[src/hw/rtl/aes_pkg.sv]
package aes_pkg;

	localparam int BLK_W      = 128;
	localparam int HALF_W     = 64;
	localparam int NUM_ROUNDS = 10;
	localparam int CFG_IDX_W  = 8;
	localparam int KCNT_W     = 4;

	localparam logic [CFG_IDX_W-1:0] REG_KEY_HIGH = 8'd0;
	localparam logic [CFG_IDX_W-1:0] REG_KEY_LOW  = 8'd1;

	localparam logic OP_DECRYPT = 1'b0;
	localparam logic OP_ENCRYPT = 1'b1;

	typedef logic [BLK_W-1:0] blk_t;
	typedef blk_t [NUM_ROUNDS:0] rkeys_t;

	typedef struct packed {
		logic op;
		blk_t blk;
	} entry_t;

	typedef struct packed {
		logic              busy;
		logic [KCNT_W-1:0] kround;
	} front_stat_t;

	localparam logic [7:0] SBOX [256] = '{
		8'h63,8'h7c,8'h77,8'h7b,8'hf2,8'h6b,8'h6f,8'hc5,
		8'h30,8'h01,8'h67,8'h2b,8'hfe,8'hd7,8'hab,8'h76,
		8'hca,8'h82,8'hc9,8'h7d,8'hfa,8'h59,8'h47,8'hf0,
		8'had,8'hd4,8'ha2,8'haf,8'h9c,8'ha4,8'h72,8'hc0,
		8'hb7,8'hfd,8'h93,8'h26,8'h36,8'h3f,8'hf7,8'hcc,
		8'h34,8'ha5,8'he5,8'hf1,8'h71,8'hd8,8'h31,8'h15,
		8'h04,8'hc7,8'h23,8'hc3,8'h18,8'h96,8'h05,8'h9a,
		8'h07,8'h12,8'h80,8'he2,8'heb,8'h27,8'hb2,8'h75,
		8'h09,8'h83,8'h2c,8'h1a,8'h1b,8'h6e,8'h5a,8'ha0,
		8'h52,8'h3b,8'hd6,8'hb3,8'h29,8'he3,8'h2f,8'h84,
		8'h53,8'hd1,8'h00,8'hed,8'h20,8'hfc,8'hb1,8'h5b,
		8'h6a,8'hcb,8'hbe,8'h39,8'h4a,8'h4c,8'h58,8'hcf,
		8'hd0,8'hef,8'haa,8'hfb,8'h43,8'h4d,8'h33,8'h85,
		8'h45,8'hf9,8'h02,8'h7f,8'h50,8'h3c,8'h9f,8'ha8,
		8'h51,8'ha3,8'h40,8'h8f,8'h92,8'h9d,8'h38,8'hf5,
		8'hbc,8'hb6,8'hda,8'h21,8'h10,8'hff,8'hf3,8'hd2,
		8'hcd,8'h0c,8'h13,8'hec,8'h5f,8'h97,8'h44,8'h17,
		8'hc4,8'ha7,8'h7e,8'h3d,8'h64,8'h5d,8'h19,8'h73,
		8'h60,8'h81,8'h4f,8'hdc,8'h22,8'h2a,8'h90,8'h88,
		8'h46,8'hee,8'hb8,8'h14,8'hde,8'h5e,8'h0b,8'hdb,
		8'he0,8'h32,8'h3a,8'h0a,8'h49,8'h06,8'h24,8'h5c,
		8'hc2,8'hd3,8'hac,8'h62,8'h91,8'h95,8'he4,8'h79,
		8'he7,8'hc8,8'h37,8'h6d,8'h8d,8'hd5,8'h4e,8'ha9,
		8'h6c,8'h56,8'hf4,8'hea,8'h65,8'h7a,8'hae,8'h08,
		8'hba,8'h78,8'h25,8'h2e,8'h1c,8'ha6,8'hb4,8'hc6,
		8'he8,8'hdd,8'h74,8'h1f,8'h4b,8'hbd,8'h8b,8'h8a,
		8'h70,8'h3e,8'hb5,8'h66,8'h48,8'h03,8'hf6,8'h0e,
		8'h61,8'h35,8'h57,8'hb9,8'h86,8'hc1,8'h1d,8'h9e,
		8'he1,8'hf8,8'h98,8'h11,8'h69,8'hd9,8'h8e,8'h94,
		8'h9b,8'h1e,8'h87,8'he9,8'hce,8'h55,8'h28,8'hdf,
		8'h8c,8'ha1,8'h89,8'h0d,8'hbf,8'he6,8'h42,8'h68,
		8'h41,8'h99,8'h2d,8'h0f,8'hb0,8'h54,8'hbb,8'h16
	};

	localparam logic [7:0] INV_SBOX [256] = '{
		8'h52,8'h09,8'h6a,8'hd5,8'h30,8'h36,8'ha5,8'h38,
		8'hbf,8'h40,8'ha3,8'h9e,8'h81,8'hf3,8'hd7,8'hfb,
		8'h7c,8'he3,8'h39,8'h82,8'h9b,8'h2f,8'hff,8'h87,
		8'h34,8'h8e,8'h43,8'h44,8'hc4,8'hde,8'he9,8'hcb,
		8'h54,8'h7b,8'h94,8'h32,8'ha6,8'hc2,8'h23,8'h3d,
		8'hee,8'h4c,8'h95,8'h0b,8'h42,8'hfa,8'hc3,8'h4e,
		8'h08,8'h2e,8'ha1,8'h66,8'h28,8'hd9,8'h24,8'hb2,
		8'h76,8'h5b,8'ha2,8'h49,8'h6d,8'h8b,8'hd1,8'h25,
		8'h72,8'hf8,8'hf6,8'h64,8'h86,8'h68,8'h98,8'h16,
		8'hd4,8'ha4,8'h5c,8'hcc,8'h5d,8'h65,8'hb6,8'h92,
		8'h6c,8'h70,8'h48,8'h50,8'hfd,8'hed,8'hb9,8'hda,
		8'h5e,8'h15,8'h46,8'h57,8'ha7,8'h8d,8'h9d,8'h84,
		8'h90,8'hd8,8'hab,8'h00,8'h8c,8'hbc,8'hd3,8'h0a,
		8'hf7,8'he4,8'h58,8'h05,8'hb8,8'hb3,8'h45,8'h06,
		8'hd0,8'h2c,8'h1e,8'h8f,8'hca,8'h3f,8'h0f,8'h02,
		8'hc1,8'haf,8'hbd,8'h03,8'h01,8'h13,8'h8a,8'h6b,
		8'h3a,8'h91,8'h11,8'h41,8'h4f,8'h67,8'hdc,8'hea,
		8'h97,8'hf2,8'hcf,8'hce,8'hf0,8'hb4,8'he6,8'h73,
		8'h96,8'hac,8'h74,8'h22,8'he7,8'had,8'h35,8'h85,
		8'he2,8'hf9,8'h37,8'he8,8'h1c,8'h75,8'hdf,8'h6e,
		8'h47,8'hf1,8'h1a,8'h71,8'h1d,8'h29,8'hc5,8'h89,
		8'h6f,8'hb7,8'h62,8'h0e,8'haa,8'h18,8'hbe,8'h1b,
		8'hfc,8'h56,8'h3e,8'h4b,8'hc6,8'hd2,8'h79,8'h20,
		8'h9a,8'hdb,8'hc0,8'hfe,8'h78,8'hcd,8'h5a,8'hf4,
		8'h1f,8'hdd,8'ha8,8'h33,8'h88,8'h07,8'hc7,8'h31,
		8'hb1,8'h12,8'h10,8'h59,8'h27,8'h80,8'hec,8'h5f,
		8'h60,8'h51,8'h7f,8'ha9,8'h19,8'hb5,8'h4a,8'h0d,
		8'h2d,8'he5,8'h7a,8'h9f,8'h93,8'hc9,8'h9c,8'hef,
		8'ha0,8'he0,8'h3b,8'h4d,8'hae,8'h2a,8'hf5,8'hb0,
		8'hc8,8'heb,8'hbb,8'h3c,8'h83,8'h53,8'h99,8'h61,
		8'h17,8'h2b,8'h04,8'h7e,8'hba,8'h77,8'hd6,8'h26,
		8'he1,8'h69,8'h14,8'h63,8'h55,8'h21,8'h0c,8'h7d
	};

	function automatic logic [7:0] xt(input logic [7:0] a);
		return {a[6:0], 1'b0} ^ (a[7] ? 8'h1b : 8'h00);
	endfunction

	function automatic logic [31:0] mix_col(input logic [31:0] col);
		logic [7:0] a0, a1, a2, a3;
		a0 = col[31:24];
		a1 = col[23:16];
		a2 = col[15:8];
		a3 = col[7:0];
		return {xt(a0) ^ xt(a1) ^ a1 ^ a2 ^ a3,
			a0 ^ xt(a1) ^ xt(a2) ^ a2 ^ a3,
			a0 ^ a1 ^ xt(a2) ^ xt(a3) ^ a3,
			xt(a0) ^ a0 ^ a1 ^ a2 ^ xt(a3)};
	endfunction

	function automatic logic [7:0] m9(input logic [7:0] a);
		return xt(xt(xt(a))) ^ a;
	endfunction

	function automatic logic [7:0] m11(input logic [7:0] a);
		return xt(xt(xt(a))) ^ xt(a) ^ a;
	endfunction

	function automatic logic [7:0] m13(input logic [7:0] a);
		return xt(xt(xt(a))) ^ xt(xt(a)) ^ a;
	endfunction

	function automatic logic [7:0] m14(input logic [7:0] a);
		return xt(xt(xt(a))) ^ xt(xt(a)) ^ xt(a);
	endfunction

	function automatic logic [31:0] inv_mix_col(input logic [31:0] col);
		logic [7:0] a0, a1, a2, a3;
		a0 = col[31:24];
		a1 = col[23:16];
		a2 = col[15:8];
		a3 = col[7:0];
		return {m14(a0) ^ m11(a1) ^ m13(a2) ^ m9(a3),
			m9(a0) ^ m14(a1) ^ m11(a2) ^ m13(a3),
			m13(a0) ^ m9(a1) ^ m14(a2) ^ m11(a3),
			m11(a0) ^ m13(a1) ^ m9(a2) ^ m14(a3)};
	endfunction

	function automatic blk_t enc_round(input blk_t s, input blk_t rk, input logic last);
		blk_t t;
		blk_t m;
		int src;
		for (int c = 0; c < 4; c++) begin
			for (int r = 0; r < 4; r++) begin
				src = r + 4 * ((c + r) % 4);
				t[BLK_W-1-8*(r+4*c) -: 8] = SBOX[s[BLK_W-1-8*src -: 8]];
			end
		end
		for (int c = 0; c < 4; c++) begin
			m[BLK_W-1-32*c -: 32] = mix_col(t[BLK_W-1-32*c -: 32]);
		end
		return (last ? t : m) ^ rk;
	endfunction

	function automatic blk_t dec_round(input blk_t s, input blk_t rk, input logic last);
		blk_t t;
		blk_t m;
		int src;
		for (int c = 0; c < 4; c++) begin
			for (int r = 0; r < 4; r++) begin
				src = r + 4 * ((c - r + 4) % 4);
				t[BLK_W-1-8*(r+4*c) -: 8] = INV_SBOX[s[BLK_W-1-8*src -: 8]];
			end
		end
		t = t ^ rk;
		for (int c = 0; c < 4; c++) begin
			m[BLK_W-1-32*c -: 32] = inv_mix_col(t[BLK_W-1-32*c -: 32]);
		end
		return last ? t : m;
	endfunction

	function automatic logic [7:0] rcon(input logic [KCNT_W-1:0] n);
		logic [7:0] v;
		unique case (n)
			4'd1:    v = 8'h01;
			4'd2:    v = 8'h02;
			4'd3:    v = 8'h04;
			4'd4:    v = 8'h08;
			4'd5:    v = 8'h10;
			4'd6:    v = 8'h20;
			4'd7:    v = 8'h40;
			4'd8:    v = 8'h80;
			4'd9:    v = 8'h1b;
			4'd10:   v = 8'h36;
			default: v = 8'h00;
		endcase
		return v;
	endfunction

	function automatic blk_t key_step(input blk_t k, input logic [KCNT_W-1:0] n);
		logic [31:0] w0, w1, w2, w3, t, r;
		w0 = k[127:96];
		w1 = k[95:64];
		w2 = k[63:32];
		w3 = k[31:0];
		r  = {w3[23:0], w3[31:24]};
		t  = {SBOX[r[31:24]], SBOX[r[23:16]], SBOX[r[15:8]], SBOX[r[7:0]]};
		t  = t ^ {rcon(n), 24'h000000};
		w0 = w0 ^ t;
		w1 = w1 ^ w0;
		w2 = w2 ^ w1;
		w3 = w3 ^ w2;
		return {w0, w1, w2, w3};
	endfunction

endpackage

[src/hw/rtl/aes_front.sv]
module aes_front (
	input  logic                          clk,
	input  logic                          arst_n,
	input  logic                          in_valid,
	output logic                          in_ready,
	input  logic                          in_op,
	input  aes_pkg::blk_t                 in_blk,
	input  logic                          cfg_valid,
	input  logic [aes_pkg::CFG_IDX_W-1:0] cfg_index,
	input  logic [aes_pkg::HALF_W-1:0]    cfg_data,
	output logic                          push,
	input  logic                          full,
	output aes_pkg::entry_t               push_entry,
	output aes_pkg::rkeys_t               rkeys,
	output aes_pkg::front_stat_t          stat
);
	import aes_pkg::*;

	logic [HALF_W-1:0] key_hi_q, key_lo_q;
	blk_t              prev_q;
	blk_t              rk_q [1:NUM_ROUNDS];
	logic              busy_q;
	logic [KCNT_W-1:0] kcnt_q;
	logic              v_s1;
	entry_t            ent_s1;
	logic              cfg_hit;
	logic              accept;
	blk_t              next_key;

	assign cfg_hit  = cfg_valid && (cfg_index == REG_KEY_HIGH || cfg_index == REG_KEY_LOW);
	assign next_key = key_step(prev_q, kcnt_q);
	assign in_ready = !busy_q && (!v_s1 || !full);
	assign accept   = in_valid && in_ready;
	assign push     = v_s1 && !full;
	assign push_entry = ent_s1;
	assign stat.busy   = busy_q;
	assign stat.kround = kcnt_q;

	always_comb begin
		rkeys[0] = {key_hi_q, key_lo_q};
		for (int i = 1; i <= NUM_ROUNDS; i++) begin
			rkeys[i] = rk_q[i];
		end
	end

	always_ff @(posedge clk or negedge arst_n) begin
		if (!arst_n) begin
			key_hi_q <= '0;
			key_lo_q <= '0;
			prev_q   <= '0;
			busy_q   <= 1'b1;
			kcnt_q   <= KCNT_W'(1);
		end else if (cfg_hit) begin
			busy_q <= 1'b1;
			kcnt_q <= KCNT_W'(1);
			if (cfg_index == REG_KEY_HIGH) begin
				key_hi_q <= cfg_data;
				prev_q   <= {cfg_data, key_lo_q};
			end else begin
				key_lo_q <= cfg_data;
				prev_q   <= {key_hi_q, cfg_data};
			end
		end else if (busy_q) begin
			prev_q <= next_key;
			kcnt_q <= kcnt_q + KCNT_W'(1);
			if (kcnt_q == KCNT_W'(NUM_ROUNDS)) begin
				busy_q <= 1'b0;
			end
		end
	end

	always_ff @(posedge clk) begin
		if (busy_q && !cfg_hit) begin
			rk_q[kcnt_q] <= next_key;
		end
	end

	always_ff @(posedge clk or negedge arst_n) begin
		if (!arst_n) begin
			v_s1 <= 1'b0;
		end else if (accept) begin
			v_s1 <= 1'b1;
		end else if (push) begin
			v_s1 <= 1'b0;
		end
	end

	// fold in the first round key by direction
	always_ff @(posedge clk) begin
		if (accept) begin
			ent_s1.op  <= in_op;
			ent_s1.blk <= in_blk ^ ((in_op == OP_ENCRYPT) ? rkeys[0] : rkeys[NUM_ROUNDS]);
		end
	end

endmodule

[config.mk]
export PLATFORM = sky130hd
export DESIGN_NAME = aes_front
export DESIGN_NICKNAME = d
export VERILOG_FILES = /design/src/hw/rtl/aes_pkg.sv /design/src/hw/rtl/aes_front.sv
export SDC_FILE = /design/constraint.sdc
export NUM_CORES = 2
export LEC_CHECK = 0
export ABC_AREA = 1
export BUFFER_PORTS_ARGS = -buffer_cell sky130_fd_sc_hd__buf_2
export CORE_AREA = 2 2 676 678
export DETAILED_ROUTE_END_ITERATION = 7
export DIE_AREA = 0 0 678 680
export GPL_ROUTABILITY_DRIVEN = 0
export SYNTH_ARGS = -nofsm -noshare
export SYNTH_HDL_FRONTEND = slang
export SYNTH_SLANG_ARGS = --single-unit
[constraint.sdc]
create_clock -name clk -period 15.9 [get_ports clk]
set_clock_uncertainty 0.1 [all_clocks]
set_input_delay 3.18 -clock clk [delete_from_list [all_inputs] [get_ports clk]]
set_output_delay 3.18 -clock clk [all_outputs]
set_load 0.1 [all_outputs]
==> metrics <==
status=finished clean; CP arrival=3950 ps; M3 GR Usage=0.04568; Resized Gates After CTS=0; DRT Pass-1 Iters=7; Core ar.=0.4543 mm2; worst hold stages=2; worst slack at placement=8287 ps; GRT busiest layer=met2; Finished Cell Area=0.09316 mm2; CP Capture Type=primary output; initial antenna violation count=103; post-route worst setup slack=8671 ps; vias in the first global route=54020; crit path kind=primary input to primary output; Pleak=37.39 nW; PortBufs=1749; CTS Hold Bufs=0; hold slack=424.1 ps; most frequent cells in the layout=1747 x buf_2, 1409 x edfxtp_1, 1277 x nand2_1; Final Non-Filler Cells=14000; worst hold path type=register to register; main flop type after synthesis=edfxtp_1; global-route wire length before repair=503900 um; final wirelength=392400 um; worst skew pair latency=910 ps; CP max FO=2; R2R depth=18; Layout area overhead=31.71%; Max-Cap Viols=0; post-synthesis sequential area ratio=0.6909; CTS tree=done; gr usage total=0.1607; final routed DRC violation total=0; ratio of cells with drive above 1 in the final layout=0.2879; Pwr per Cell Area=264.0 mW/mm2; Synthesized Nets=6294; Layout Nets=8068; root buffer cell=clkbuf_16; Die H=680 um; CP startpoint kind=primary input; die width=678 um; ANT nets after route=0; Post-CTS Setup Bufs=0; Vias=59420; Peak VDD IR=0.2276 mV; dpl cell area=0.08682 mm2; yosys warns=0; commonest non-fill, non-tap cell in the layout=buf_2; Slew @ Worst Pin=1222 ps; IO Pins=1750; grt ovf=0; average size of a mapped cell=11.74 um2; clk sink count=1671; CTS H-tree lvls=4; Initial Utilization=0.1557; Pins Over Slew Limit=0; number of setup violations in the final report=0; RSZ-0062 raised after global routing=false; placed cells=13610; fin util=0.2051; setup_tns=0 ps; CTS max path bufs=4; met2 global-route usage=0.2599; Final Cycle Share=0.4546; post-synthesis register bit count=1671; total chip power=24.60 mW; number of flops mapped to enable cells by yosys=1409; Reg2Reg Setup Slack=9530 ps; Iter 0 DRT Violations=8927; Clock Pin Slew Worst Setup and Hold Paths=60 ps; Max Clk Rate=138.3 MHz; Post-synth ARST share=0.1568; Slew headroom=0.1831; total die area=0.4610 mm2; CTS buffer count=189; HPWL after DPL=294100 um; Unique masters post-synth=45; Final Hold Fails=0; row cnt=248; Mapped Area=0.07073 mm2; Final min period=7229 ps; largest net degree at the start of global routing=106; Avg Vias per Cell=4.243; Cells after Synth=6024; grt met1 use=0.1983; Worst EP required=12620 ps; average wire per standard cell=28.02 um; fillcell total=49330
-- kinds of logic after synthesis --
| logic type | share of synthesized area |
|---|---|
| xor gates and xnor gates | 0.01684 |
| muxes | 0.01811 |
| DFF | 0.6909 |
| and+or+nand+nor | 0.1729 |
| AOI/OAI and AO/OA | 0.05238 |
| buffers and inverters | 0.03740 |
| adders and majority gates | 0.01143 |
-- final timing paths --
kind / startpoint / to
max: full / in_ready
min reg2reg: v_s1$_DFFE_PN0P_ / v_s1$_DFFE_PN0P_
max in group asynchronous: arst_n / prev_q[27]$_DFFE_PN0P_
max reg2reg: prev_q[1]$_DFFE_PN0P_ / rk_q[6][15]$_DFFE_PP_
min: v_s1$_DFFE_PN0P_ / v_s1$_DFFE_PN0P_
min in group asynchronous: arst_n / key_lo_q[47]$_DFFE_PN0P_
-- flip-flops by register name, summed over array words and instances (netlist names) --
signal and count:
kcnt_q 4, v_s1 1, push_entry 129, prev_q 128
rk_q 1280, key_lo_q 64, key_hi_q 64, busy_q 1
-- cells in the mapped netlist (36+ instances only) --
master / number / area share
edfxtp_1: 1409 / 0.60
nand2_1: 1279 / 0.068
nand3_1: 1183 / 0.084
inv_1: 275 / 0.015
dfrtp_1: 260 / 0.092
o21ai_0: 238 / 0.017
a21oi_1: 203 / 0.014
nor2_1: 189 / 0.010
clkbuf_1: 141 / 0.0075
xnor2_1: 131 / 0.016
mux2i_1: 128 / 0.018
buf_2: 89 / 0.0063
o211ai_1: 67 / 0.0071
a221oi_1: 64 / 0.0079
ha_1: 63 / 0.011
buf_1: 42 / 0.0022
nand2_2: 36 / 0.0032
-- final cells by class --
cell class,instances,area [um2],share of cell area
Tap cell,6000,7507,0.08058
Timing Repair Buffer,1896,9902,0.1063
Multi-Input combinational cell,3734,19360,0.2078
Antenna cell,53,132.6,0.001424
Clock inverter,124,1351,0.01451
Clock buffer,220,4856,0.05212
Sequential cell,1671,48880,0.5247
Inverter,306,1176,0.01262
-- worst max-delay path: stages --
cell     delay [ps]
buf_2           110
nand2_1          80
inv_1            70
nor2_1           80
buf_2           430
-- where the power goes --
| part | internal, mW | switching, mW | total, mW |
|---|---|---|---|
| sequential | 6.83 | 0.288 | 7.12 |
| clock | 2.51 | 1.97 | 4.49 |
| combinational | 2.13 | 10.9 | 13.0 |
-- routing by layer --
metal | vias up | part of all wire | wire length, um
met5 | - | 0.000092 | 36
met4 | 4 | 0.051 | 19970
met3 | 776 | 0.10 | 40560
met2 | 4232 | 0.46 | 180500
met1 | 29250 | 0.39 | 151300
li1 | 25160 | - | -
No activity file was read; power rests on OpenSTA's default activity.
