[src/hw/rtl/aes_pkg.sv]
package aes_pkg;

	localparam int BLK_W      = 128;
	localparam int HALF_W     = 64;
	localparam int NUM_ROUNDS = 10;
	localparam int CFG_IDX_W  = 8;
	localparam int KCNT_W     = 4;

	localparam logic [CFG_IDX_W-1:0] REG_KEY_HIGH = 8'd0;
	localparam logic [CFG_IDX_W-1:0] REG_KEY_LOW  = 8'd1;

	localparam logic OP_DECRYPT = 1'b0;
	localparam logic OP_ENCRYPT = 1'b1;

	typedef logic [BLK_W-1:0] blk_t;
	typedef blk_t [NUM_ROUNDS:0] rkeys_t;

	typedef struct packed {
		logic op;
		blk_t blk;
	} entry_t;

	typedef struct packed {
		logic              busy;
		logic [KCNT_W-1:0] kround;
	} front_stat_t;

	localparam logic [7:0] SBOX [256] = '{
		8'h63,8'h7c,8'h77,8'h7b,8'hf2,8'h6b,8'h6f,8'hc5,
		8'h30,8'h01,8'h67,8'h2b,8'hfe,8'hd7,8'hab,8'h76,
		8'hca,8'h82,8'hc9,8'h7d,8'hfa,8'h59,8'h47,8'hf0,
		8'had,8'hd4,8'ha2,8'haf,8'h9c,8'ha4,8'h72,8'hc0,
		8'hb7,8'hfd,8'h93,8'h26,8'h36,8'h3f,8'hf7,8'hcc,
		8'h34,8'ha5,8'he5,8'hf1,8'h71,8'hd8,8'h31,8'h15,
		8'h04,8'hc7,8'h23,8'hc3,8'h18,8'h96,8'h05,8'h9a,
		8'h07,8'h12,8'h80,8'he2,8'heb,8'h27,8'hb2,8'h75,
		8'h09,8'h83,8'h2c,8'h1a,8'h1b,8'h6e,8'h5a,8'ha0,
		8'h52,8'h3b,8'hd6,8'hb3,8'h29,8'he3,8'h2f,8'h84,
		8'h53,8'hd1,8'h00,8'hed,8'h20,8'hfc,8'hb1,8'h5b,
		8'h6a,8'hcb,8'hbe,8'h39,8'h4a,8'h4c,8'h58,8'hcf,
		8'hd0,8'hef,8'haa,8'hfb,8'h43,8'h4d,8'h33,8'h85,
		8'h45,8'hf9,8'h02,8'h7f,8'h50,8'h3c,8'h9f,8'ha8,
		8'h51,8'ha3,8'h40,8'h8f,8'h92,8'h9d,8'h38,8'hf5,
		8'hbc,8'hb6,8'hda,8'h21,8'h10,8'hff,8'hf3,8'hd2,
		8'hcd,8'h0c,8'h13,8'hec,8'h5f,8'h97,8'h44,8'h17,
		8'hc4,8'ha7,8'h7e,8'h3d,8'h64,8'h5d,8'h19,8'h73,
		8'h60,8'h81,8'h4f,8'hdc,8'h22,8'h2a,8'h90,8'h88,
		8'h46,8'hee,8'hb8,8'h14,8'hde,8'h5e,8'h0b,8'hdb,
		8'he0,8'h32,8'h3a,8'h0a,8'h49,8'h06,8'h24,8'h5c,
		8'hc2,8'hd3,8'hac,8'h62,8'h91,8'h95,8'he4,8'h79,
		8'he7,8'hc8,8'h37,8'h6d,8'h8d,8'hd5,8'h4e,8'ha9,
		8'h6c,8'h56,8'hf4,8'hea,8'h65,8'h7a,8'hae,8'h08,
		8'hba,8'h78,8'h25,8'h2e,8'h1c,8'ha6,8'hb4,8'hc6,
		8'he8,8'hdd,8'h74,8'h1f,8'h4b,8'hbd,8'h8b,8'h8a,
		8'h70,8'h3e,8'hb5,8'h66,8'h48,8'h03,8'hf6,8'h0e,
		8'h61,8'h35,8'h57,8'hb9,8'h86,8'hc1,8'h1d,8'h9e,
		8'he1,8'hf8,8'h98,8'h11,8'h69,8'hd9,8'h8e,8'h94,
		8'h9b,8'h1e,8'h87,8'he9,8'hce,8'h55,8'h28,8'hdf,
		8'h8c,8'ha1,8'h89,8'h0d,8'hbf,8'he6,8'h42,8'h68,
		8'h41,8'h99,8'h2d,8'h0f,8'hb0,8'h54,8'hbb,8'h16
	};

	localparam logic [7:0] INV_SBOX [256] = '{
		8'h52,8'h09,8'h6a,8'hd5,8'h30,8'h36,8'ha5,8'h38,
		8'hbf,8'h40,8'ha3,8'h9e,8'h81,8'hf3,8'hd7,8'hfb,
		8'h7c,8'he3,8'h39,8'h82,8'h9b,8'h2f,8'hff,8'h87,
		8'h34,8'h8e,8'h43,8'h44,8'hc4,8'hde,8'he9,8'hcb,
		8'h54,8'h7b,8'h94,8'h32,8'ha6,8'hc2,8'h23,8'h3d,
		8'hee,8'h4c,8'h95,8'h0b,8'h42,8'hfa,8'hc3,8'h4e,
		8'h08,8'h2e,8'ha1,8'h66,8'h28,8'hd9,8'h24,8'hb2,
		8'h76,8'h5b,8'ha2,8'h49,8'h6d,8'h8b,8'hd1,8'h25,
		8'h72,8'hf8,8'hf6,8'h64,8'h86,8'h68,8'h98,8'h16,
		8'hd4,8'ha4,8'h5c,8'hcc,8'h5d,8'h65,8'hb6,8'h92,
		8'h6c,8'h70,8'h48,8'h50,8'hfd,8'hed,8'hb9,8'hda,
		8'h5e,8'h15,8'h46,8'h57,8'ha7,8'h8d,8'h9d,8'h84,
		8'h90,8'hd8,8'hab,8'h00,8'h8c,8'hbc,8'hd3,8'h0a,
		8'hf7,8'he4,8'h58,8'h05,8'hb8,8'hb3,8'h45,8'h06,
		8'hd0,8'h2c,8'h1e,8'h8f,8'hca,8'h3f,8'h0f,8'h02,
		8'hc1,8'haf,8'hbd,8'h03,8'h01,8'h13,8'h8a,8'h6b,
		8'h3a,8'h91,8'h11,8'h41,8'h4f,8'h67,8'hdc,8'hea,
		8'h97,8'hf2,8'hcf,8'hce,8'hf0,8'hb4,8'he6,8'h73,
		8'h96,8'hac,8'h74,8'h22,8'he7,8'had,8'h35,8'h85,
		8'he2,8'hf9,8'h37,8'he8,8'h1c,8'h75,8'hdf,8'h6e,
		8'h47,8'hf1,8'h1a,8'h71,8'h1d,8'h29,8'hc5,8'h89,
		8'h6f,8'hb7,8'h62,8'h0e,8'haa,8'h18,8'hbe,8'h1b,
		8'hfc,8'h56,8'h3e,8'h4b,8'hc6,8'hd2,8'h79,8'h20,
		8'h9a,8'hdb,8'hc0,8'hfe,8'h78,8'hcd,8'h5a,8'hf4,
		8'h1f,8'hdd,8'ha8,8'h33,8'h88,8'h07,8'hc7,8'h31,
		8'hb1,8'h12,8'h10,8'h59,8'h27,8'h80,8'hec,8'h5f,
		8'h60,8'h51,8'h7f,8'ha9,8'h19,8'hb5,8'h4a,8'h0d,
		8'h2d,8'he5,8'h7a,8'h9f,8'h93,8'hc9,8'h9c,8'hef,
		8'ha0,8'he0,8'h3b,8'h4d,8'hae,8'h2a,8'hf5,8'hb0,
		8'hc8,8'heb,8'hbb,8'h3c,8'h83,8'h53,8'h99,8'h61,
		8'h17,8'h2b,8'h04,8'h7e,8'hba,8'h77,8'hd6,8'h26,
		8'he1,8'h69,8'h14,8'h63,8'h55,8'h21,8'h0c,8'h7d
	};

	function automatic logic [7:0] xt(input logic [7:0] a);
		return {a[6:0], 1'b0} ^ (a[7] ? 8'h1b : 8'h00);
	endfunction

	function automatic logic [31:0] mix_col(input logic [31:0] col);
		logic [7:0] a0, a1, a2, a3;
		a0 = col[31:24];
		a1 = col[23:16];
		a2 = col[15:8];
		a3 = col[7:0];
		return {xt(a0) ^ xt(a1) ^ a1 ^ a2 ^ a3,
			a0 ^ xt(a1) ^ xt(a2) ^ a2 ^ a3,
			a0 ^ a1 ^ xt(a2) ^ xt(a3) ^ a3,
			xt(a0) ^ a0 ^ a1 ^ a2 ^ xt(a3)};
	endfunction

	function automatic logic [7:0] m9(input logic [7:0] a);
		return xt(xt(xt(a))) ^ a;
	endfunction

	function automatic logic [7:0] m11(input logic [7:0] a);
		return xt(xt(xt(a))) ^ xt(a) ^ a;
	endfunction

	function automatic logic [7:0] m13(input logic [7:0] a);
		return xt(xt(xt(a))) ^ xt(xt(a)) ^ a;
	endfunction

	function automatic logic [7:0] m14(input logic [7:0] a);
		return xt(xt(xt(a))) ^ xt(xt(a)) ^ xt(a);
	endfunction

	function automatic logic [31:0] inv_mix_col(input logic [31:0] col);
		logic [7:0] a0, a1, a2, a3;
		a0 = col[31:24];
		a1 = col[23:16];
		a2 = col[15:8];
		a3 = col[7:0];
		return {m14(a0) ^ m11(a1) ^ m13(a2) ^ m9(a3),
			m9(a0) ^ m14(a1) ^ m11(a2) ^ m13(a3),
			m13(a0) ^ m9(a1) ^ m14(a2) ^ m11(a3),
			m11(a0) ^ m13(a1) ^ m9(a2) ^ m14(a3)};
	endfunction

	function automatic blk_t enc_round(input blk_t s, input blk_t rk, input logic last);
		blk_t t;
		blk_t m;
		int src;
		for (int c = 0; c < 4; c++) begin
			for (int r = 0; r < 4; r++) begin
				src = r + 4 * ((c + r) % 4);
				t[BLK_W-1-8*(r+4*c) -: 8] = SBOX[s[BLK_W-1-8*src -: 8]];
			end
		end
		for (int c = 0; c < 4; c++) begin
			m[BLK_W-1-32*c -: 32] = mix_col(t[BLK_W-1-32*c -: 32]);
		end
		return (last ? t : m) ^ rk;
	endfunction

	function automatic blk_t dec_round(input blk_t s, input blk_t rk, input logic last);
		blk_t t;
		blk_t m;
		int src;
		for (int c = 0; c < 4; c++) begin
			for (int r = 0; r < 4; r++) begin
				src = r + 4 * ((c - r + 4) % 4);
				t[BLK_W-1-8*(r+4*c) -: 8] = INV_SBOX[s[BLK_W-1-8*src -: 8]];
			end
		end
		t = t ^ rk;
		for (int c = 0; c < 4; c++) begin
			m[BLK_W-1-32*c -: 32] = inv_mix_col(t[BLK_W-1-32*c -: 32]);
		end
		return last ? t : m;
	endfunction

	function automatic logic [7:0] rcon(input logic [KCNT_W-1:0] n);
		logic [7:0] v;
		unique case (n)
			4'd1:    v = 8'h01;
			4'd2:    v = 8'h02;
			4'd3:    v = 8'h04;
			4'd4:    v = 8'h08;
			4'd5:    v = 8'h10;
			4'd6:    v = 8'h20;
			4'd7:    v = 8'h40;
			4'd8:    v = 8'h80;
			4'd9:    v = 8'h1b;
			4'd10:   v = 8'h36;
			default: v = 8'h00;
		endcase
		return v;
	endfunction

	function automatic blk_t key_step(input blk_t k, input logic [KCNT_W-1:0] n);
		logic [31:0] w0, w1, w2, w3, t, r;
		w0 = k[127:96];
		w1 = k[95:64];
		w2 = k[63:32];
		w3 = k[31:0];
		r  = {w3[23:0], w3[31:24]};
		t  = {SBOX[r[31:24]], SBOX[r[23:16]], SBOX[r[15:8]], SBOX[r[7:0]]};
		t  = t ^ {rcon(n), 24'h000000};
		w0 = w0 ^ t;
		w1 = w1 ^ w0;
		w2 = w2 ^ w1;
		w3 = w3 ^ w2;
		return {w0, w1, w2, w3};
	endfunction

endpackage

[src/hw/rtl/aes_fifo.sv]
module aes_fifo (
	input  logic            clk,
	input  logic            arst_n,
	input  logic            push,
	input  aes_pkg::entry_t push_entry,
	output logic            full,
	input  logic            pop,
	output logic            not_empty,
	output aes_pkg::entry_t head,
	output logic [1:0]      count
);
	import aes_pkg::*;

	entry_t     mem_q [2];
	logic       wr_q, rd_q;
	logic [1:0] cnt_q;

	assign full      = cnt_q == 2'd2;
	assign not_empty = cnt_q != 2'd0;
	assign head      = mem_q[rd_q];
	assign count     = cnt_q;

	always_ff @(posedge clk) begin
		if (push) begin
			mem_q[wr_q] <= push_entry;
		end
	end

	always_ff @(posedge clk or negedge arst_n) begin
		if (!arst_n) begin
			wr_q  <= 1'b0;
			rd_q  <= 1'b0;
			cnt_q <= 2'd0;
		end else begin
			if (push) begin
				wr_q <= !wr_q;
			end
			if (pop) begin
				rd_q <= !rd_q;
			end
			cnt_q <= cnt_q + {1'b0, push} - {1'b0, pop};
		end
	end

endmodule

[config.mk]
export PLATFORM = sky130hd
export DESIGN_NAME = aes_fifo
export DESIGN_NICKNAME = d
export VERILOG_FILES = /design/src/hw/rtl/aes_pkg.sv /design/src/hw/rtl/aes_fifo.sv
export SDC_FILE = /design/constraint.sdc
export NUM_CORES = 1
export LEC_CHECK = 0
export BUFFER_PORTS_ARGS = -buffer_cell sky130_fd_sc_hd__buf_4
export CAP_MARGIN = 20
export CORE_ASPECT_RATIO = 0.75
export CORE_MARGIN = 2
export CORE_UTILIZATION = 56
export DETAILED_ROUTE_END_ITERATION = 6
export HOLD_SLACK_MARGIN = 0.03
export PLACE_DENSITY_LB_ADDON = 0.25
export SYNTH_ARGS = -nofsm -noshare
export SYNTH_HDL_FRONTEND = slang
export SYNTH_SLANG_ARGS = --single-unit
[constraint.sdc]
create_clock -name clk -period 13.2 [get_ports clk]
set_clock_uncertainty 0.05 [all_clocks]
set_input_delay 1.98 -clock clk [delete_from_list [all_inputs] [get_ports clk]]
set_output_delay 1.98 -clock clk [all_outputs]
set_load 0.02 [all_outputs]
==> results of run 1 <==
[power groups by stage]
| stage | clock network (mW) | logic [mW] | registers (mW) |
|---|---|---|---|
| 2_1_floorplan | 0 | 0.613 | 1.18 |
| 3_3_place_gp | 0 | 0.920 | 1.19 |
| 3_5_place_dp | 0 | 0.931 | 1.20 |
| 4_1_cts | 0.758 | 0.938 | 1.18 |
| 5_1_grt | 0.785 | 0.976 | 1.20 |
| 6_report | 0.740 | 0.927 | 1.18 |
[worst max-delay path by stage]
stage | end | slack (ns) | depth (start not counted)
floorplan | mem_q[0][0] | 4.94 | 1
finish | head[56] | 8.18 | 3
CTS | head[103] | 8.14 | 3
detailed placement | head[56] | 8.71 | 3
global route | head[56] | 8.04 | 3
global placement | head[56] | 8.74 | 3
[routing by layer]
metal / up-vias / global-route usage (%)
met3: 26 / 6.038
met4: 0 / 5.309
met5: - / 0
li1: 2239 / -
met2: 214 / 32.59
met1: 2382 / 25.14
[cell usage in the layout (no fill, tap or decap), drive strengths merged]
| cell | instances |
|---|---|
| clkinv | 8 |
| buf | 269 |
| bufinv | 4 |
| dfrtp | 4 |
| ha | 2 |
| clkbuf | 35 |
| inv | 2 |
| or2 | 1 |
| edfxtp | 258 |
| clkinvlp | 1 |
| mux2 | 129 |
| xor2 | 2 |
| nor2b | 2 |
| and2 | 1 |
| xor3 | 1 |
[state kept, by name, summed over array words and instances, names as in the netlist]
register and count:
wr_q 1, mem_q 258, count 2, rd_q 1
[synthesized netlist by cell type (all sizes together)]
| master | count | share of area, % |
|---|---|---|
| ha | 2 | 0.26 |
| nor2b | 2 | 0.13 |
| dfrtp | 4 | 1.0 |
| buf | 14 | 1.4 |
| edfxtp | 258 | 81 |
| or2 | 1 | 0.066 |
| xor3 | 1 | 0.25 |
| mux2 | 129 | 15 |
| and2 | 1 | 0.066 |
| xor2 | 2 | 0.18 |
| inv | 2 | 0.079 |
[logic make-up (layout without fill, tap and decap cells)]
group         count (synthesis)  in the layout
xor+xnor                      3              3
fa+ha+maj                     2              2
buf+inv                      16            319
flops                       262            262
mux                         129            129
simple gates                  4              4
[through the flow]
step | util [%] | cell area, sq um | cells
after CTS | 75.15 | 12570 | 934
after floorplan | - | 9534 | 416
after global routing | 75.15 | 12570 | 934
final | 75.15 | 12570 | 934
after global placement | 69.97 | 11700 | 886
after detailed placement | 69.97 | 11700 | 886
[final cells by class]
| type | instances | area share, % |
|---|---|---|
| clock inverter | 13 | 1.284 |
| multi-input combinational | 138 | 12.36 |
| tap | 215 | 2.140 |
| inverter | 2 | 0.05973 |
| clock buffer | 35 | 5.615 |
| sequential | 262 | 62.47 |
| timing repair buffer | 269 | 16.07 |
[critical path: cells and delay by family (launching register included)]
family,cells,cell delay (ns)
flops,1,0.95
mux,1,0.45
buf+inv,2,1.02
==> impl_metrics.csv, run 1 <==
group,metric,value,unit
pwr,switching_share,30.19,%
finish,antennaDiodeCount,0,
finish,syn_to_final_growth,31.82,%
routing,dr_wl_met3,1676,um
routing,wire_per_inst,19.63,um
routing,drt_pass1_iterations,5,
routing,top_layer,"met4",
timing,layout_min_cycle_time,5.019,ns
timing,fin_crit_sh,38.02,%
finish,multi_input_area,1554,sq um
cts,post_cts_resized,0,
global_routing,gr-usage-all-layers,19.41,%
yosys,synthAdderAreaFrac,0.2625,%
finish,drive_gt1_share,60.78,%
yosys,synth_cells,416,
timing,worst_slack,8.181,ns
floorplanning,rows,41,
critical_path,reg2reg_to,"mem_q[1][17]",
routing,viasPerCell,5.204,
yosys,yosys.area_share.simple,0.2625,%
yosys,synth-compound-area-share,0,%
yosys,synth_cell_types,13,
run_status,status,"complete, no violations",
critical_path,worstPathMaxFanout,71,
yosys,synth-seq-cells,262,
pwr,power_frac_clock,26.0,%
cts,clk_pin_slew_worst_paths,0.06,ns
critical_path,regToRegSetupSlack,10.66,ns
cts,root_buffer,"clkbuf_16",
pwr,ir_drop,0.2170,mV
timing,setup_tns,0,ns
cts,cts_max_level,1,
global_routing,grt_max_degree,72,
critical_path,cp-start-kind,"register",
timing,rsz0062_at_grt,"no",
global_routing,grt_overflow_total,0,
pwr,internal_power,1.987,mW
routing,drc,0,
cts,holdBufCountCts,0,
critical_path,cpMostUsedCell,"buf_4",
critical_path,endpoint_kind,"output pin",
cts,clk_latency,0.51,ns
floorplanning,core,16720,sq um
floorplanning,dieArea,18100,sq um
worst_hold_path,min_to,"wr_q",
critical_path,r2r_start,"wr_q",
critical_path,arrival,2.99,ns
pwr,pwr-share-comb,32.5,%
placement,dp_hpwl,11990,um
routing,vias,4861,
critical_path,cp-startpoint,"rd_q",
floorplanning,die_h,117,um
critical_path,cp_slowest_cell,"dfrtp_4",
routing,met1Wirelength,7425,um
global_routing,grt_pass1_vias,5014,
finish,nets,834,
finish,seqCellArea,7851,sq um
yosys,synth_top_family_by_area,"multiplexers",
global_routing,grt_pass1_wl,26810,um
timing,setup_viol,0,
pwr,total_power,2.846,mW
routing,ant_nets,0,
routing,dr.first_iter.drc_count,294,
pwr,p_per_area,226.5,nW/um^2
yosys,synth_xor_area_share,0.4331,%
yosys,ys_warn_count,0,
worst_hold_path,whs_path_depth,1,
floorplanning,pin_count,266,
critical_path,crit_type,"reg2out",
timing,worst_slew_pin_slew,0.9423,ns
yosys,synthMuxAreaShare,15.24,%
placement,numPortBuffers,265,
timing,hold_viol_final,0,
flow_run,drv_cap,0,
pwr,seq_power_share,41.4,%
yosys,syn_area_per_cell,22.92,sq um
floorplanning,start_util,57.01,%
cts,cts_buffer_depth,3,
cts,cts_made_buffers,26,
cts,cts_tree,"done",
pwr,p_leak,4.751,nW
yosys,yosysSeqAreaShare,82.31,%
yosys,syn-cell-area,9534,sq um
placement,dp_slack,8.709,ns
timing,slew_headroom,37.18,%
yosys,syn_nets,551,
critical_path,path_cells,"buf_4 -> mux2_2 -> buf_4",
placement,gp_congestion,0.7682,
critical_path,cp.required,11.17,ns
timing,hold_ws,0.5039,ns
timing,clock.fmax,0.1992,GHz
global_routing,antenna_found_initial,0,
critical_path,slowest_delay,0.95,ns
timing,drv_slew,0,
floorplanning,die-width,154.7,um
finish,fillers,977,
routing,routed_wl,18340,um
worst_hold_path,worstHoldStart,"wr_q",
cts,cts.sink_count,262,
cts,post_cts_buffers,0,
worst_hold_path,holdCritPathClass,"reg2reg",
routing,dr_wl_met2,8885,um
critical_path,r2r_cells,2,
pwr,p_sw,859.5,uW
(Power assumes the default switching activity.)
==> inputs of run 2 (changes only) <==
CORE_UTILIZATION = 47   (was 56)
clock period = 4.45 ns   (was 13.2 ns; I/O delays follow)
==> run 2 against run 1 <==
Effect of this change: highest routed layer unchanged; register-to-register slack got worse by 8.3 ns; clock-buffer cell count is 3 higher; critical path depth stayed put.
==> impl_metrics.csv, run 2 (synthesized netlist as in run 1, its figures left out) <==
group,metric,value,unit
floorplanning,core,20040,sq um
floorplanning,dieArea,21450,sq um
routing,wire_per_inst,18.60,um
placement,numPortBuffers,265,
placement,gp_congestion,0.7581,
pwr,p_leak,4.756,nW
timing,hold_viol_final,0,
pwr,p_per_area,658.5,nW/um^2
finish,final_util,62.98,%
timing,fin_crit_sh,67.85,%
routing,routed_wl,18230,um
floorplanning,die_h,127.3,um
finish,antennaDiodeCount,0,
cts,clk_pin_slew_worst_paths,0.06,ns
placement,dp_slack,1.962,ns
routing,vias,4850,
timing,worst_slack,1.431,ns
routing,viasPerCell,4.949,
finish,fillers,1393,
routing,dr_wl_met2,8340,um
critical_path,arrival,2.30,ns
run_status,status,"complete, no violations",
critical_path,cp-start-kind,"register",
critical_path,worstPathMaxFanout,48,
placement,dp_hpwl,12060,um
timing,hold_ws,0.2855,ns
floorplanning,start_util,47.57,%
routing,ant_nets,0,
pwr,total_power,8.313,mW
timing,setup_viol,0,
timing,drv_slew,0,
cts,cts_max_level,1,
routing,dr_wl_met3,1734,um
finish,layout_commonest_cell,"buf_4",
cts,cts_buffer_depth,3,
global_routing,grt_max_degree,67,
global_routing,antenna_found_initial,0,
global_routing,grt_overflow_total,0,
timing,layout_min_cycle_time,3.019,ns
global_routing,grt_pass1_vias,4946,
global_routing,grt_pass1_wl,26800,um
timing,rsz0062_at_grt,"no",
critical_path,endpoint_kind,"output pin",
routing,met1Wirelength,7763,um
timing,slew_headroom,36.38,%
global_routing,gr-usage-all-layers,16.24,%
flow_run,drv_cap,0,
cts,cts_tree,"done",
critical_path,crit_type,"reg2out",
cts,clk_latency,0.51,ns
cts,root_buffer,"clkbuf_16",
timing,clock.fmax,0.3312,GHz
routing,dr.first_iter.drc_count,326,
cts,post_cts_resized,0,
timing,setup_tns,0,ns
worst_hold_path,holdCritPathClass,"in2reg",
critical_path,cp.required,3.73,ns
finish,nets,837,
timing,worst_slew_pin_slew,0.9543,ns
cts,cts.sink_count,262,
floorplanning,die-width,168.5,um
floorplanning,rows,45,
finish,largest_register_ffs,258,
finish,final_cell_mix,"buf_4, edfxtp_1, mux2_2, clkbuf_16, clkbuf_1",
routing,top_layer,"met4",
routing,drc,0,
finish,syn_to_final_growth,32.41,%
finish,drive_gt1_share,60.80,%
finish,regMostFlops,"mem_q",
routing,drt_pass1_iterations,4,
floorplanning,pin_count,266,
cts,cts_made_buffers,26,
pwr,ir_drop,0.4694,mV
==> run 2: critical path, cell delays in order (launching register included) <==
cell and delay [ns]:
dfrtp_4 0.59, buf_4 0.56, mux2_2 0.43, buf_4 0.16
==> run 2: path summary, 6_finish.rpt <==
check                                from           end  slack (ns)  cells after the start
max                                  rd_q     head[106]        1.43                      3
min reg2reg                          wr_q          wr_q        0.51                      1
min                        push_entry[62]  mem_q[0][62]        0.29                      1
min in group asynchronous          arst_n      count[0]        0.43                      2
max reg2reg                          wr_q  mem_q[1][55]        2.32                      2
max in group asynchronous          arst_n          rd_q        3.81                      2
==> run 2: area by class of cell <==
class	count	area, sq um	share of cell area, %
Multi-Input combinational cell	138	1554	12.31
Inverter	2	7.507	0.05946
Timing Repair Buffer	272	2082	16.49
Clock inverter	10	70.07	0.5550
Sequential cell	262	7851	62.19
Tap cell	258	322.8	2.557
Clock buffer	38	737.0	5.837
==> run 2: stage by stage <==
step,instances,area (sq um)
CTS,980,12620
finish,980,12620
detailed placement,931,11810
floorplan,416,9542
global placement,931,11810
global route,980,12620
==> run 2: power by group <==
group / switching, mW / leakage, nW / internal, mW / total [mW]
Clock: 0.844 / 0.398 / 1.20 / 2.05
Combinational: 1.56 / 1.89 / 1.30 / 2.86
Sequential: 0.136 / 2.47 / 3.28 / 3.41
==> run 2: timing repair <==
item	in CTS	in global routing
buffers inserted	0	0
hold endpoints to repair	4	0
hold buffers	1	0
==> run 2: layer usage <==
layer | up-vias | global-route usage, %
li1 | 2221 | -
met1 | 2393 | 21.72
met2 | 206 | 25.61
met3 | 30 | 5.917
met4 | 0 | 4.108
met5 | - | 0
==> inputs of run 3 (changes only) <==
ABC_AREA = 1   (was unset)
CORE_UTILIZATION = 53   (was 47)
clock period = 3.11 ns   (was 4.45 ns; I/O delays follow)
==> run 3 against run 2 <==
Effect of this change: clock power increased by 40%; via count rose by 22%; core utilization up 7.5 points; area after synthesis grew 7.2%; critical path type unchanged; critical endpoint is now head[99].
==> impl_metrics.csv, run 3 <==
group,metric,value,unit
global_routing,gr-usage-all-layers,18.78,%
routing,vias,5910,
routing,dr.first_iter.drc_count,362,
finish,nets,1108,
timing,setup_viol,0,
finish,antennaDiodeCount,0,
placement,dp_slack,0.9540,ns
critical_path,worstPathMaxFanout,76,
cts,holdBufCountCts,1,
critical_path,crit_type,"reg2out",
routing,routed_wl,19090,um
yosys,syn_area_per_cell,14.62,sq um
critical_path,cp.required,2.59,ns
global_routing,grt_max_degree,107,
cts,post_cts_resized,0,
pwr,ir_drop,0.7891,mV
finish,layout_commonest_cell,"buf_4",
critical_path,arrival,2.17,ns
global_routing,grt_pass1_wl,29660,um
timing,slew_headroom,44.48,%
worst_hold_path,holdCritPathClass,"in2reg",
floorplanning,rows,43,
routing,wire_per_inst,15.42,um
floorplanning,die-width,164.3,um
placement,gp_congestion,0.7560,
run_status,status,"complete, no violations",
yosys,synth_cells,699,
floorplanning,die_h,124.2,um
timing,drv_slew,0,
cts,cts_made_buffers,25,
timing,hold_viol_final,0,
timing,layout_min_cycle_time,2.682,ns
floorplanning,start_util,54.72,%
critical_path,cp-start-kind,"register",
routing,ant_nets,0,
cts,clk_latency,0.51,ns
cts,root_buffer,"clkbuf_16",
placement,numPortBuffers,265,
timing,clock.fmax,0.3729,GHz
cts,cts_max_level,1,
floorplanning,pin_count,266,
cts,cts.sink_count,262,
yosys,synthFlopType,"edfxtp_1",
global_routing,antenna_found_initial,0,
yosys,synth_edf_count,258,
routing,drt_pass1_iterations,4,
timing,setup_tns,0,ns
pwr,p_per_area,965.6,nW/um^2
placement,placed_cells,1192,
yosys,async_flop_share,1.527,%
cts,clk_pin_slew_worst_paths,0.06,ns
pwr,p_leak,5.545,nW
yosys,yosysSeqAreaShare,76.82,%
timing,rsz0062_at_grt,"no",
cts,cts_tree,"done",
floorplanning,dieArea,20410,sq um
yosys,syn_nets,834,
floorplanning,core,18670,sq um
yosys,ys_warn_count,0,
finish,syn_to_final_growth,28.82,%
yosys,synthTopCellsByCount,"edfxtp_1, inv_1, nand2_1, o21ai_2, o21ai_0",
finish,finalNonFillerCells,1238,
yosys,synth_cell_types,18,
yosys,syn-cell-area,10220,sq um
finish,final_cell_mix,"buf_4, edfxtp_1, inv_1, nand2_1, o21ai_2",
critical_path,endpoint_kind,"output pin",
global_routing,grt_overflow_total,0,
finish,regMostFlops,"mem_q",
finish,largest_register_ffs,258,
routing,viasPerCell,4.774,
pwr,total_power,12.71,mW
timing,worst_slack,0.4282,ns
yosys,synth_top_area_cell,"edfxtp_1",
global_routing,grt_pass1_vias,5845,
timing,fin_crit_sh,86.23,%
yosys,yosys-top-cells-area,"edfxtp_1, o21ai_2, inv_1",
cts,cts_buffer_depth,3,
yosys,synth_top_area_share,75.84,%
placement,dp_hpwl,13040,um
yosys,yosys.cell_count.top_type,"edfxtp_1",
flow_run,drv_cap,0,
routing,drc,0,
cts,post_cts_buffers,0,
finish,drive_gt1_share,41.78,%
yosys,synth-seq-cells,262,
timing,worst_slew_pin_slew,0.8328,ns
==> run 3: cell count changes after synthesis, moves of 10 or more <==
cell,change
inv_1,+134
mux2_2,-129
nand2_1,+126
nand2_2,+10
o21ai_0,+30
o21ai_2,+90
==> run 3: stage by stage <==
step / hold WS (ns) / cell area [sq um] / util (%)
final: 0.08330 / 13160 / 70.49
after global routing: 0.05872 / 13160 / 70.49
after CTS: 0.06218 / 13160 / 70.49
after detailed placement: 0.2185 / 12370 / 66.26
after global placement: 0.2172 / 12370 / 66.26
after floorplan: 0.1209 / 10230 / -
==> run 3: power by group <==
part / leakage (nW) / internal, mW / switching [mW]
Clock: 0.374 / 1.65 / 1.21
Combinational: 2.70 / 1.84 / 3.05
Sequential: 2.47 / 4.69 / 0.273
==> run 3: worst paths after layout <==
path / start / endpoint / slack, ns / cells after the start
max in group asynchronous: arst_n / rd_q / 2.67 / 2
max reg2reg: wr_q / mem_q[1][71] / 1.09 / 4
max: rd_q / head[99] / 0.43 / 4
min: pop / rd_q / 0.08 / 2
min in group asynchronous: arst_n / rd_q / 0.22 / 2
min reg2reg: wr_q / wr_q / 0.52 / 1
==> run 3: layout make-up <==
class	count	area, sq um
fillers	1316	5509
clock inverters	16	138.9
well taps	247	309.0
multi-input cells	272	1582
repair buffers	276	2125
flip-flops and latches	262	7851
clock buffers	29	640.6
inverters	136	514.2
==> run 3: per-layer routing <==
metal	track usage, %	share of wire [%]
met1	24.04	40
met2	31.16	48
met3	5.003	8.8
met4	6.295	3.4
met5	0	0
==> run 3: worst max-delay path: stages (launching register included) <==
cell and delay [ns]:
dfrtp_4 0.83, buf_12 0.39, nand2_1 0.13, o21ai_2 0.08, buf_4 0.15
==> run 3: logic make-up after synthesis <==
kind of cell | after synthesis | synth area share (%)
adder cells (fa/ha/maj) | 2 | 0.2449
buffers and inverters | 165 | 7.777
AND/OR/NAND/NOR | 139 | 5.364
flip-flops | 262 | 76.82
AO/OA/AOI/OAI | 129 | 9.626
XOR/XNOR | 2 | 0.1715
